## config.mk

```make
export PLATFORM = sky130hd
export DESIGN_NAME = gia2q_prep
export DESIGN_NICKNAME = d
export VERILOG_FILES = /design/src/sv/gia2q_pkg.sv /design/src/sv/gia2q_prep.sv
export SDC_FILE = /design/constraint.sdc
export NUM_CORES = 2
export LEC_CHECK = 0
export BUFFER_PORTS_ARGS = -buffer_cell sky130_fd_sc_hd__buf_2
export CAP_MARGIN = 20
export CORE_AREA = 2 2 282 284
export DETAILED_ROUTE_END_ITERATION = 10
export DIE_AREA = 0 0 284 286
export GPL_TIMING_DRIVEN = 0
export HOLD_SLACK_MARGIN = 0.02
export PLACE_DENSITY_LB_ADDON = 0.25
export SYNTH_ARGS = -nofsm -noshare
export SYNTH_HDL_FRONTEND = slang
export SYNTH_SLANG_ARGS = --single-unit
```

## constraint.sdc

```tcl
create_clock -name clk -period 9.45 [get_ports clk]
set_input_delay 1.4175 -clock clk [delete_from_list [all_inputs] [get_ports clk]]
set_output_delay 1.4175 -clock clk [all_outputs]
set_load 0.01 [all_outputs]
```

## src/sv/gia2q_pkg.sv

```systemverilog
// ============================================================================
// gia2q_pkg: shared types and constants for the angle to q unit
// Holds fixed-point constants, the CORDIC arctangent table and the
// bundle that travels along the chain of rotation cells.
// ============================================================================
`default_nettype none

package gia2q_pkg;

    // Number of rotation cells in the chain
    localparam int CORDIC_STAGES = 24;
    localparam int STAGE_W = (CORDIC_STAGES > 1) ? $clog2(CORDIC_STAGES) : 1;
    localparam int NUM_ANGLES = 3;

    // Lane positions within a bundle
    localparam int ANGLE_AI  = 0;
    localparam int ANGLE_AF  = 1;
    localparam int ANGLE_TTH = 2;

    // Register indexes
    localparam logic REG_WAVE_NUMBER = 1'b0;
    localparam logic REG_ANGLE_UNIT  = 1'b1;

    // Fixed-point constants
    localparam logic [30:0]        DEG_TO_TURN       = 31'd11930465;
    localparam logic [30:0]        RAD_TO_TURN       = 31'd683565276;
    localparam logic signed [31:0] HALF_PI_Q30       = 32'sd1686629713;
    localparam logic signed [32:0] CORDIC_INV_GAIN   = 33'sd652032874;
    localparam logic signed [32:0] ONE_Q30           = 33'sd1073741824;
    localparam logic [31:0]        WAVE_NUMBER_RESET = 32'd68424198;

    // One angle in flight through the rotation chain
    typedef struct packed {
        logic [32:0] x;
        logic [32:0] y;
        logic [31:0] z;
        logic [1:0]  quad;
    } lane_t;

    // Everything one cell hands to the next
    typedef struct packed {
        logic                         valid;
        logic                         last;
        lane_t [NUM_ANGLES-1:0]       lane;
    } cell_t;

    // Arctangent of 2^-i in Q2.30
    function automatic logic signed [31:0] atan_entry(input logic [STAGE_W-1:0] i);
        logic [31:0] v;
        case (int'(i))
            0:       v = 32'h3243F6A8;
            1:       v = 32'h1DAC6705;
            2:       v = 32'h0FADBAFC;
            3:       v = 32'h07F56EA6;
            4:       v = 32'h03FEAB76;
            5:       v = 32'h01FFD55B;
            6:       v = 32'h00FFFAAA;
            7:       v = 32'h007FFF55;
            8:       v = 32'h003FFFEA;
            9:       v = 32'h001FFFFD;
            default: v = (int'(i) <= 30) ? (32'd1 << (30 - int'(i))) : 32'd0;
        endcase
        return $signed(v);
    endfunction

endpackage

`default_nettype wire

```

## src/sv/gia2q_prep.sv

```systemverilog
// ============================================================================
// gia2q_prep: angle to reduced CORDIC argument
// Scales a Q9.22 angle to a binary turn, splits off the quadrant and
// converts the residual to radians in Q2.30. Four register stages.
// ============================================================================
`default_nettype none

module gia2q_prep (
    input  wire logic        clk,
    input  wire logic        en,
    input  wire logic [31:0] angle,
    input  wire logic        degrees,
    output logic [31:0]      z,
    output logic [1:0]       quad
);

    logic [30:0]        turn_scale;
    logic signed [62:0] prod_full;
    logic [53:0]        prod_reg;
    logic [53:0]        round_sum;
    logic [31:0]        turns;
    logic [31:0]        r_val;
    logic signed [30:0] res_next;
    logic signed [30:0] res_reg;
    logic [1:0]         quad_s2_reg;
    logic signed [62:0] mult_reg;
    logic [1:0]         quad_s3_reg;
    logic signed [62:0] z_sum;
    logic [31:0]        z_reg;
    logic [1:0]         quad_reg;

    // Stage 1: angle times turns per unit
    assign turn_scale = degrees ? gia2q_pkg::DEG_TO_TURN : gia2q_pkg::RAD_TO_TURN;
    assign prod_full  = $signed(angle) * $signed({1'b0, turn_scale});

    // Stage 2: round to a 32-bit turn, split quadrant and residual
    assign round_sum = prod_reg + 54'd2097152;
    assign turns     = round_sum[53:22];
    assign r_val     = turns + 32'h2000_0000;
    assign res_next  = $signed({1'b0, r_val[29:0]}) - 31'sd536870912;

    // Stage 4: round residual radians back to Q2.30
    assign z_sum = mult_reg + 63'sd536870912;

    always_ff @(posedge clk)
    begin
        if (en)
        begin
            prod_reg    <= prod_full[53:0];
            res_reg     <= res_next;
            quad_s2_reg <= r_val[31:30];
            mult_reg    <= res_reg * gia2q_pkg::HALF_PI_Q30;
            quad_s3_reg <= quad_s2_reg;
            z_reg       <= z_sum[61:30];
            quad_reg    <= quad_s3_reg;
        end
    end

    assign z    = z_reg;
    assign quad = quad_reg;

endmodule

`default_nettype wire

```

==> results.toml <==
[synth]
async_flop_share = 0
synth.distinct_cells = 62
synth_seq_cells = 134
synth_area_per_cell_sq_um = 10.7
seq_area_frac_synth = 0.0998
synth_most_common_cell = "inv_1"
yosysTopAreaCell = "fa_1"
synth-edff-count = 134
synth_common_cells = "1,209 x inv_1, 877 x fa_1, 690 x ha_1"
ys_top_cells_by_area = "fa_1 44%, ha_1 21%, inv_1 11%, edfxtp_1 10%, xnor2_1 2.6%"
post-synth-top-area-fraction = 0.435
yosysWarningCount = 0
syn_inst = 3784
ys.flop_type = "edfxtp_1"
syn_area_sq_um = 40300

[die]
die_area_sq_um = 81200
die-width_um = 284
io_pins = 69
num_rows = 103
start_util = 0.515
die_h_um = 286
core_area_sq_um = 78400

[worst_setup_path]
required_ns = 9.63
slowest_delay_ns = 0.60
crit_path_frequent_cell = "fa_1"
cp-startpoint = "degrees"
arrival_ns = 9.46
crit_type = "input pin to flop"
slowest_stage = "fa_1"
startpoint_type = "input pin"
reg2reg_slack_ns = 1.05
end_kind = "flop"
timing.rr.start = "res_reg[20]"
cp_max_fo = 10

[timing]
relSlewSlack = 0.326
setup_viol = 0
skew_ns = 0.0205
setup_tns_ns = 0
max_freq_ghz = 0.108
hold_viol = 0
timing.final.crit_share = 0.982
rsz0062_at_grt = "yes"
maxSlewViolCount = 0
finalCriticalPeriod_ns = 9.28
hold_ws_ns = 0.422
worst-slew-pin-transition_ns = 1.00

[global_routing]
busiest_layer = "met2"
antenna_found_initial = 2
met2_usage = 0.424
grt_pass1_vias = 27490
grt_use_met1 = 0.329
grt_max_degree = 70
grt_usage = 0.244
met3_usage = 0.0285
grt_overflow = 0
grt_pass1_wl_um = 152000

[clock_tree]
hold_buffers = 0
clockBufferDepth = 2
root_buffer = "clkbuf_16"
insertion_delay_ns = 0.45
cts_tree = "yes"
htree_levels = 4
cts_made_buffers = 17
cts.sinks = 134
cts.clk_slew.worst_paths_ns = 0.07

[run]
drv_cap = 0

[route]
drt-total-wl_um = 94800
vias = 25146
wl_per_cell_um = 19.2
drtIter0Drc = 1281
vias_per_cell = 5.09
postRouteAntennaNets = 0
drcViolationCount = 0
dr.pass1.iters = 5

[status]
status = "finished, final reports clean"

[cells_and_area]
drive_gt1_frac = 0.0378
diodes = 0
fin_area_sq_um = 42700
layout.nets = 5480
syn2layout_area_growth_pct = 5.97
final_util = 0.545

[worst_hold_path]
worstHoldStart = "quad_s2_reg[0]"
hold_class = "flop to flop"

[placement]
io_buffer_count = 67
gp_congestion = 0.978
dpl-instance-area_sq_um = 42000
dp_hpwl_um = 85100
layer usage:
layer / part of all wire / vias up / wire length, um
li1: - / 11639 / -
met1: 0.44 / 12767 / 41400
met2: 0.49 / 628 / 46100
met3: 0.051 / 108 / 4860
met4: 0.025 / 4 / 2410
met5: 0.00023 / - / 22
area by class of cell:
type                       instances  area, sq um
tap                             1050         1310
clock inverter                    15          150
fill                            7019        35600
clock buffer                      17          425
timing repair buffer              75          425
inverter                        1209         4550
buffer                            24          125
sequential                       134         4020
multi-input combinational       2417        31700
stage by stage:
step / worst slack, ns / instances
2_1_floorplan: 0.449 / 3790
3_3_place_gp: -1.53 / 4907
3_5_place_dp: -1.55 / 4909
4_1_cts: 0.0208 / 4942
5_1_grt: -0.00859 / 4941
6_report: 0.166 / 4941
cell usage in the layout, fill, tap and decap left out, drive strengths merged, types with 13 or more instances in the layout:
cell / count
o21ai: 40
and2: 33
nand2: 93
nor2b: 13
nor3: 15
ha: 690
fa: 877
inv: 1217
xor2: 81
nand3: 41
nand4: 23
clkbuf: 38
o21bai: 16
nor2: 66
a21o: 51
nand2b: 55
a21oi: 76
buf: 78
and3: 31
edfxtp: 134
xnor2: 121
path summary, 6_finish.rpt:
kind / end / cells past startpoint
max: prod_reg[48] / 28
min: quad_s3_reg[0] / 0
max reg2reg: mult_reg[59] / 22
min reg2reg: quad_s3_reg[0] / 0
cells by family (layout without fill, tap and decap cells):
| logic type | after synthesis | in the layout | synth area share |
|---|---|---|---|
| mux | 1 | 1 | 0.000248 |
| other cells | 2 | 8 | 0.000186 |
| buf+inv | 1239 | 1340 | 0.115 |
| xor+xnor | 202 | 202 | 0.0439 |
| flops | 134 | 134 | 0.0998 |
| simple gates | 390 | 390 | 0.0498 |
| fa+ha+maj | 1567 | 1567 | 0.649 |
| compound gates | 249 | 249 | 0.0414 |
worst max-delay path: cells and delay by family:
kind / cells / cell delay, ns
xor gates and xnor gates: 1 / 0.15
AOI/OAI and AO/OA: 7 / 1.76
adders and majority gates: 9 / 4.33
and+or+nand+nor: 3 / 0.55
buffers and inverters: 8 / 1.22
repair_timing:
action	4_1_cts	5_1_grt
endpoints found under the setup margin	26	10
pin swaps	2	1
setup buffers	2	4
resized for setup	16	30
endpoints found under the hold margin	0	0
Power is left out: the tool's default activity adds up to more than one toggle a clock period on the data nets, which glitch-free logic cannot reach.
